--- src/hw/rtl/lspp_pkg.sv ---
// ----------------------------------------------------------------------------
// lspp_pkg
// Shared constants, reading type and decode function for the scan packet parser.
// ----------------------------------------------------------------------------
package lspp_pkg;

   localparam int PACKET_BYTES = 22;
   localparam int CHAIN_CELLS  = PACKET_BYTES - 1;   // start byte is not kept
   localparam int READINGS     = 4;
   localparam int POS_W        = 5;
   localparam int BYTE_W       = 8;
   localparam int ANGLE_W      = 9;
   localparam int DIST_W       = 14;
   localparam int PKT_W        = 7;

   localparam logic [POS_W-1:0]  LAST_POS   = POS_W'(PACKET_BYTES - 1);
   localparam logic [POS_W-1:0]  FIRST_POS  = '0;
   localparam logic [BYTE_W-1:0] START_MARK = 8'hFA;
   localparam logic [BYTE_W-1:0] INDEX_BASE = 8'hA0;
   localparam logic [BYTE_W-1:0] INDEX_TOP  = 8'hF9;
   localparam int                INVALID_BIT = 7;

   typedef struct packed {
      logic               valid;
      logic [ANGLE_W-1:0] angle;
      logic [DIST_W-1:0]  distance;
      logic               invalid;
      logic               last;
   } reading_type;

   // Build one reading from its packet number, slot and two distance bytes.
   function automatic reading_type make_reading(input logic [PKT_W-1:0]  pkt,
                                                input logic [1:0]        slot,
                                                input logic [BYTE_W-1:0] lo,
                                                input logic [BYTE_W-1:0] hi);
      reading_type r;
      r.valid    = 1'b1;
      r.angle    = {pkt, slot};
      r.invalid  = hi[INVALID_BIT];
      r.distance = hi[INVALID_BIT] ? '0 : {hi[DIST_W-BYTE_W-1:0], lo};
      r.last     = (slot == 2'(READINGS - 1));
      return r;
   endfunction

endpackage

--- src/hw/rtl/lspp_if.sv ---
// ----------------------------------------------------------------------------
// lspp request / response channels
// Valid-ready channels for received bytes and decoded readings.
// ----------------------------------------------------------------------------
interface lspp_req_if;
   logic                        valid;
   logic                        ready;
   logic [lspp_pkg::BYTE_W-1:0] rx_byte;

   modport source (output valid, output rx_byte, input ready);
   modport sink   (input valid, input rx_byte, output ready);
endinterface

interface lspp_rsp_if;
   logic                         valid;
   logic                         ready;
   logic [lspp_pkg::ANGLE_W-1:0] angle;
   logic [lspp_pkg::DIST_W-1:0]  distance;
   logic                         invalid;
   logic                         last;

   modport source (output valid, output angle, output distance, output invalid,
                   output last, input ready);
   modport sink   (input valid, input angle, input distance, input invalid,
                   input last, output ready);
endinterface

--- src/hw/rtl/lidar_scan_packet_parser_core.sv ---
// ----------------------------------------------------------------------------
// lidar_scan_packet_parser_core
// Scan packet parser: byte capture chain feeding a four-slot reading chain.
// ----------------------------------------------------------------------------
// The last packet byte sets load_ff; the reading chain then loads and the first
// reading shows on rsp. Throughput: one byte per cycle while req_ready is high;
//   readings leave one per cycle from the reading chain head while rsp ready is high.
// req_ready drops only on a packet's last byte while readings are still held.
// Reset (synchronous): back to waiting for a start byte; reading chain empty.
module lidar_scan_packet_parser_core (
   input  logic       clock,
   input  logic       reset,
   lspp_req_if.sink   req_bus,
   lspp_rsp_if.source rsp_bus
);
   import lspp_pkg::*;

   // Capture control
   logic             capturing_ff, capturing_in;
   logic [POS_W-1:0] position_ff, position_in;
   logic             load_ff, load_in;    // packet done, decode next cycle

   logic req_fire;
   logic rsp_fire;
   logic is_start;
   logic cap_now;
   logic shift_en;
   logic rd_busy;

   // Byte chain: cell 0 holds the newest byte. After a full packet, cell j
   // holds packet position CHAIN_CELLS - j (position 0, the start byte, is
   // never stored).
   logic [BYTE_W-1:0] chain_byte [CHAIN_CELLS];

   // Reading chain: cell 0 is the output register.
   reading_type rd_cell [READINGS];
   reading_type rd_load_data [READINGS];

   logic [BYTE_W-1:0] index_byte;
   logic              index_ok;
   logic [PKT_W-1:0]  pkt_num;
   logic [BYTE_W-1:0] index_off;
   logic              rd_load;

   assign is_start = (req_bus.rx_byte == START_MARK);
   assign cap_now  = capturing_ff || is_start;
   assign req_fire = req_bus.valid && req_bus.ready;
   assign rsp_fire = rsp_bus.valid && rsp_bus.ready;

   // Readings pending or about to be loaded: hold the byte that would
   // finish the next packet until the reading chain drains.
   assign rd_busy       = rd_cell[0].valid || load_ff;
   assign req_bus.ready = !(capturing_ff && (position_ff == LAST_POS) && rd_busy);

   // A start byte mid-packet is just data; only idle + start opens a packet.
   assign shift_en = req_fire && cap_now && (position_ff != FIRST_POS);

   always_comb begin
      capturing_in = capturing_ff;
      position_in  = position_ff;
      load_in      = 1'b0;
      if (req_fire && cap_now) begin
         if (position_ff == LAST_POS) begin
            position_in  = FIRST_POS;
            capturing_in = 1'b0;
            load_in      = 1'b1;
         end else begin
            position_in  = position_ff + POS_W'(1);
            capturing_in = 1'b1;
         end
      end
   end

   always_ff @(posedge clock) begin
      if (reset) begin
         capturing_ff <= 1'b0;
         position_ff  <= FIRST_POS;
         load_ff      <= 1'b0;
      end else begin
         capturing_ff <= capturing_in;
         position_ff  <= position_in;
         load_ff      <= load_in;
      end
   end

   // Byte capture chain
   genvar j;
   generate
      for (j = 0; j < CHAIN_CELLS; j++) begin : g_byte
         if (j == 0) begin : g_head
            lspp_byte_cell u_cell (
               .clock    (clock),
               .shift_en (shift_en),
               .byte_in  (req_bus.rx_byte),
               .byte_out (chain_byte[j])
            );
         end else begin : g_body
            lspp_byte_cell u_cell (
               .clock    (clock),
               .shift_en (shift_en),
               .byte_in  (chain_byte[j-1]),
               .byte_out (chain_byte[j])
            );
         end
      end
   endgenerate

   // Index byte sits in the oldest cell (packet position one).
   assign index_byte = chain_byte[CHAIN_CELLS-1];
   assign index_ok   = (index_byte >= INDEX_BASE) && (index_byte <= INDEX_TOP);
   assign index_off  = index_byte - INDEX_BASE;
   assign pkt_num    = index_off[PKT_W-1:0];
   // Bad index: packet dropped, nothing loaded.
   assign rd_load    = load_ff && index_ok;

   // Reading chain; reading k uses positions 4+4k (low) and 5+4k (high).
   genvar k;
   generate
      for (k = 0; k < READINGS; k++) begin : g_read
         localparam int LO_CELL = CHAIN_CELLS - 4 - 4 * k;
         localparam int HI_CELL = CHAIN_CELLS - 5 - 4 * k;

         assign rd_load_data[k] = make_reading(pkt_num, 2'(k),
                                               chain_byte[LO_CELL],
                                               chain_byte[HI_CELL]);

         if (k == READINGS - 1) begin : g_tail
            lspp_read_cell u_cell (
               .clock     (clock),
               .reset     (reset),
               .load      (rd_load),
               .shift     (rsp_fire),
               .load_data (rd_load_data[k]),
               .next_data ('0),
               .cell_data (rd_cell[k])
            );
         end else begin : g_body
            lspp_read_cell u_cell (
               .clock     (clock),
               .reset     (reset),
               .load      (rd_load),
               .shift     (rsp_fire),
               .load_data (rd_load_data[k]),
               .next_data (rd_cell[k+1]),
               .cell_data (rd_cell[k])
            );
         end
      end
   endgenerate

   assign rsp_bus.valid    = rd_cell[0].valid;
   assign rsp_bus.angle    = rd_cell[0].angle;
   assign rsp_bus.distance = rd_cell[0].distance;
   assign rsp_bus.invalid  = rd_cell[0].invalid;
   assign rsp_bus.last     = rd_cell[0].last;

endmodule

--- src/hw/rtl/lspp_byte_cell.sv ---
// ----------------------------------------------------------------------------
// lspp_byte_cell
// One byte stage of the packet capture chain.
// ----------------------------------------------------------------------------
module lspp_byte_cell (
   input  logic                        clock,
   input  logic                        shift_en,
   input  logic [lspp_pkg::BYTE_W-1:0] byte_in,
   output logic [lspp_pkg::BYTE_W-1:0] byte_out
);
   import lspp_pkg::*;

   logic [BYTE_W-1:0] byte_ff;
   logic [BYTE_W-1:0] byte_in_nxt;

   assign byte_in_nxt = shift_en ? byte_in : byte_ff;

   always_ff @(posedge clock) begin
      byte_ff <= byte_in_nxt;
   end

   assign byte_out = byte_ff;

endmodule

--- src/hw/rtl/lspp_read_cell.sv ---
// ----------------------------------------------------------------------------
// lspp_read_cell
// One slot of the reading output chain: parallel load, shift toward the head.
// ----------------------------------------------------------------------------
module lspp_read_cell (
   input  logic                  clock,
   input  logic                  reset,
   input  logic                  load,
   input  logic                  shift,
   input  lspp_pkg::reading_type load_data,
   input  lspp_pkg::reading_type next_data,
   output lspp_pkg::reading_type cell_data
);
   import lspp_pkg::*;

   reading_type cell_ff;
   reading_type cell_in;

   always_comb begin
      cell_in = cell_ff;
      if (load) begin
         cell_in = load_data;
      end else if (shift) begin
         cell_in = next_data;
      end
   end

   always_ff @(posedge clock) begin
      if (reset) begin
         cell_ff.valid <= 1'b0;
      end else begin
         cell_ff.valid <= cell_in.valid;
      end
      cell_ff.angle    <= cell_in.angle;
      cell_ff.distance <= cell_in.distance;
      cell_ff.invalid  <= cell_in.invalid;
      cell_ff.last     <= cell_in.last;
   end

   assign cell_data = cell_ff;

endmodule

--- src/flat_wrapper.sv ---
// flat-port wrapper written by rule: the top's interface ports become plain ports
module lidar_scan_packet_parser_core_flat import lspp_pkg::*;
  (clock, reset, req_bus_valid, req_bus_rx_byte, req_bus_ready, rsp_bus_valid, rsp_bus_angle, rsp_bus_distance, rsp_bus_invalid, rsp_bus_last, rsp_bus_ready);
  lspp_req_if req_bus_i ();
  lspp_rsp_if rsp_bus_i ();
  input  logic clock;
  input  logic reset;
  input wire logic [$bits(req_bus_i.valid)-1:0] req_bus_valid;
  input wire logic [$bits(req_bus_i.rx_byte)-1:0] req_bus_rx_byte;
  output wire logic [$bits(req_bus_i.ready)-1:0] req_bus_ready;
  output wire logic [$bits(rsp_bus_i.valid)-1:0] rsp_bus_valid;
  output wire logic [$bits(rsp_bus_i.angle)-1:0] rsp_bus_angle;
  output wire logic [$bits(rsp_bus_i.distance)-1:0] rsp_bus_distance;
  output wire logic [$bits(rsp_bus_i.invalid)-1:0] rsp_bus_invalid;
  output wire logic [$bits(rsp_bus_i.last)-1:0] rsp_bus_last;
  input wire logic [$bits(rsp_bus_i.ready)-1:0] rsp_bus_ready;
  assign req_bus_i.valid = req_bus_valid;
  assign req_bus_i.rx_byte = req_bus_rx_byte;
  assign req_bus_ready = req_bus_i.ready;
  assign rsp_bus_valid = rsp_bus_i.valid;
  assign rsp_bus_angle = rsp_bus_i.angle;
  assign rsp_bus_distance = rsp_bus_i.distance;
  assign rsp_bus_invalid = rsp_bus_i.invalid;
  assign rsp_bus_last = rsp_bus_i.last;
  assign rsp_bus_i.ready = rsp_bus_ready;
  lidar_scan_packet_parser_core u_core (.clock(clock), .reset(reset), .req_bus(req_bus_i), .rsp_bus(rsp_bus_i));
endmodule
--- config.mk ---
export PLATFORM = sky130hd
export DESIGN_NAME = lidar_scan_packet_parser_core_flat
export DESIGN_NICKNAME = d
export VERILOG_FILES = /design/src/hw/rtl/lspp_pkg.sv /design/src/hw/rtl/lspp_if.sv /design/src/hw/rtl/lidar_scan_packet_parser_core.sv /design/src/hw/rtl/lspp_byte_cell.sv /design/src/hw/rtl/lspp_read_cell.sv /design/src/flat_wrapper.sv
export SDC_FILE = /design/constraint.sdc
export NUM_CORES = 1
export LEC_CHECK = 0
export BUFFER_PORTS_ARGS = -buffer_cell sky130_fd_sc_hd__clkbuf_2
export CAP_MARGIN = 20
export CORE_MARGIN = 1.5
export CORE_UTILIZATION = 35
export CTS_CLUSTER_SIZE = 8
export DETAILED_ROUTE_END_ITERATION = 7
export PLACE_DENSITY_LB_ADDON = 0.15
export SYNTH_ARGS = -nofsm -noshare
export SYNTH_HDL_FRONTEND = slang
export SYNTH_SLANG_ARGS = --single-unit
--- constraint.sdc ---
create_clock -name clock -period 12.68 [get_ports clock]
set_clock_uncertainty 0.1 [all_clocks]
set_input_delay 1.268 -clock clock [delete_from_list [all_inputs] [get_ports clock]]
set_output_delay 1.268 -clock clock [all_outputs]
set_load 0.02 [all_outputs]
==> metrics.txt <==
outcome=completed; vias per cell=4.63; Reg-to-Reg End=u_core.g_byte[16].g_body.u_cell.byte_out[2]; Sw Share=0.181; clock-pin transition on the worst setup and hold timing paths=50 ps; RSZ-0062 raised after global routing=false; die span in y=about 170 um; flop2flop setup slack=approximately 9300 ps; vias in the first global route=about 5,000; maxcap violations=0; WL per Instance=about 15 um; #FFs+latches synth=276; Power Total=around 0.002 W; P_sw=0.000352 W; total number of vias=approximately 4,800; # H-tree levels=2; first-pass GRT wire length=between 20,000 and 30,000 um; post-cts resize count=0; Syn Nets=a little under 600; syn_area_per_cell=approximately 17 um2; Seq pwr share=0.507; total die area=roughly 29,000 um2; post-route ant nets=0; fin crit period=roughly 3700 ps; DR pass1 iterations=6; Longest Clk Path Bufs=3; WP data arrival=around 3800 ps; initial core utilization=0.354; Buf/Inv on CP=4; worst slew pin tran=between 900 and 1000 ps; delay-heaviest family, CP=buffers and inverters; worst path required time=about 13,000 ps; origin of the critical flop-to-flop path=u_core.position_ff[1]; top-level port count=39; f_max=between 0.2 and 0.3 GHz; power per cell area=between 150 and 200 nW/um2; HP Class=flop to flop; Gate Count Post-Synth=572; Comb power frac=0.003; cell depth of the worst min-delay path=0; largest net degree at the start of global routing=93; Layout Nets=650; CP Max Fanout=between 70 and 80; CTS root buf=clkbuf_16; drc violations=0; Worst VDD drop=between 70 and 80 uV; die width=170 um; row cnt=61; Starting DRT DRC Count=between 300 and 400; number of fill cells=between 2,000 and 3,000; Worst path most repeated cell=buf_4; Routed WL=roughly 16,000 um; relative slew slack=0.340; Synth Cell Area=a little under 10,000 um2; Crit path depth=8; Setup crit end=u_core.g_byte[16].g_body.u_cell.byte_out[2]; Fin Setup TNS=0 ps; CTS buffer count=40; grt total ovfl=0; top post-synthesis cells by area=edfxtp_1 (79%), dfxtp_1 (4.1%), nand3b_1 (3.2%); count of different cell masters after synthesis=36; core area=approximately 28,000 um2; Post-CTS Setup Inserts=0; gpl congestion=between 0.6 and 0.7; Worst Setup End Kind=flop; clk_lat worst skew=510 ps; number of antenna diodes=0; CTS tree=built; Leak=between 4 and 5 nW; Synth area leader=edfxtp_1; Layout Area Growth over Synthesis=18.3%; crit path from=req_bus_rx_byte[2]; Crit Path Class=primary input to flop; max-slew violation count=0; Startpoint Class=primary input; CP Cell Sequence=clkbuf_2, and4bb_2, and4b_1, nor2_1, nor2_4, buf_4, buf_16, buf_4; period utilization=0.294; Clock power frac=0.490; Final Hold Violating Endpoints=0; gr usage total=0.113; hold buffer count at CTS=0; share of the synthesized area in the top cell type=0.786; fraction of layout cells with a size suffix above 1=0.160; max incr delay on CP=a little over 800 ps; Int Pwr=0.00159 W; critical path's slowest cell=buf_4; register area share after synthesis=0.827; DP HPWL=about 8400 um; Port Buffers=38; Worst Reg-to-Reg Cells=9; initial antenna violation count=0; clk sinks=276; Setup-failing EPs final=0; synth warn=0
## synth_stat cells, drive strengths merged
cell	count
nor2	9
nand3	50
buf	15
o211ai	4
nand3b	42
nand2	74
nand4b	2
ha	3
and2	21
o211a	1
mux2	1
a21oi	14
edfxtp	256
inv	5
nand4	1
nor4b	1
dfxtp	20
o2111a	1
clkbuf	10
a211oi	2
a21o	21
and4bb	1
o21ai	7
or2	1
and4b	2
o2111ai	1
a31oi	2
and4	1
and3	1
nor2b	1
nor3	2
## final cells by class
type / count / area [um2] / share of cell area
clock buffer: 56 / 1080 / 0.0936
timing repair buffer: 46 / 283 / 0.0244
tap: 378 / 473 / 0.0409
multi-input combinational: 266 / 1580 / 0.136
sequential: 276 / 8090 / 0.699
clock inverter: 3 / 47.5 / 0.00411
inverter: 5 / 18.8 / 0.00162
## flip-flops by register name, summed over array words and instances, names as in the netlist
signal	flops
u_core.g_byte.g_body.u_cell.byte_out	160
u_core.g_read.g_body.u_cell.cell_data	77
u_core.g_read.g_tail.u_cell.cell_data	24
u_core.g_byte.g_head.u_cell.byte_out	8
u_core.position_ff	5
u_core.capturing_ff	1
u_core.load_ff	1
## worst min path at each step
| stage | end | startpoint | slack, ps |
|---|---|---|---|
| CTS | u_core.g_byte[16].g_body.u_cell.byte_out[1] | u_core.g_byte[15].g_body.u_cell.byte_out[1] | 310 |
| global route | u_core.g_byte[12].g_body.u_cell.byte_out[5] | u_core.g_byte[11].g_body.u_cell.byte_out[5] | 310 |
| global placement | u_core.g_byte[12].g_body.u_cell.byte_out[1] | u_core.g_byte[11].g_body.u_cell.byte_out[1] | 300 |
| finish | u_core.g_byte[16].g_body.u_cell.byte_out[1] | u_core.g_byte[15].g_body.u_cell.byte_out[1] | 310 |
| detailed placement | u_core.g_byte[12].g_body.u_cell.byte_out[4] | u_core.g_byte[11].g_body.u_cell.byte_out[4] | 300 |
| floorplan | u_core.g_byte[11].g_body.u_cell.byte_out[0] | u_core.g_byte[10].g_body.u_cell.byte_out[0] | 300 |
## kinds of logic after synthesis
family                     after synthesis  share of synthesized area
AOI/OAI and AO/OA                       53                     0.0370
DFF                                    276                      0.827
muxes                                    1                    0.00115
adders and majority gates                3                    0.00384
buffers and inverters                   30                     0.0147
and+or+nand+nor                        209                      0.116
## power groups by stage
stage	Sequential [W]	Clock, W	Combinational [W]
6_report	0.000985	0.000952	0.00000614
2_1_floorplan	0.00100	0	0.00000257
3_5_place_dp	0.00100	0	0.00000629
4_1_cts	0.000985	0.000984	0.00000632
3_3_place_gp	0.00100	0	0.00000586
5_1_grt	0.000984	0.00102	0.00000704
## layout by cell type, fill, tap and decap left out, types with 5 or more instances in the layout
master       n
buf_4        6
clkbuf_2    38
nand3_1     50
inv_1        5
dfxtp_1     20
nand2_1     73
o21ai_0      7
clkbuf_16   41
clkbuf_1    15
edfxtp_1   256
nor2_1       7
a21o_1      21
and2_1      17
a21oi_1     14
nand3b_1    42
## through the flow
step	instance area [um2]	utilization	hold WS (ps)	std cells	worst slack, ps
after floorplan	9780	-	300	572	3000
after global placement	10400	0.376	300	969	8240
after detailed placement	10400	0.376	305	969	8060
after CTS	11500	0.417	307	1028	8590
after global routing	11600	0.419	315	1030	8760
final	11600	0.419	307	1030	8950
## layer usage
layer / up-vias / global-route usage / part of all wire
met5: - / 0 / 0
met4: 0 / 0.0396 / 0.019
met3: 27 / 0.0374 / 0.054
met2: 100 / 0.181 / 0.47
met1: 2359 / 0.143 / 0.46
li1: 2286 / - / -
Note: power is estimated with default switching activity, not from simulation.
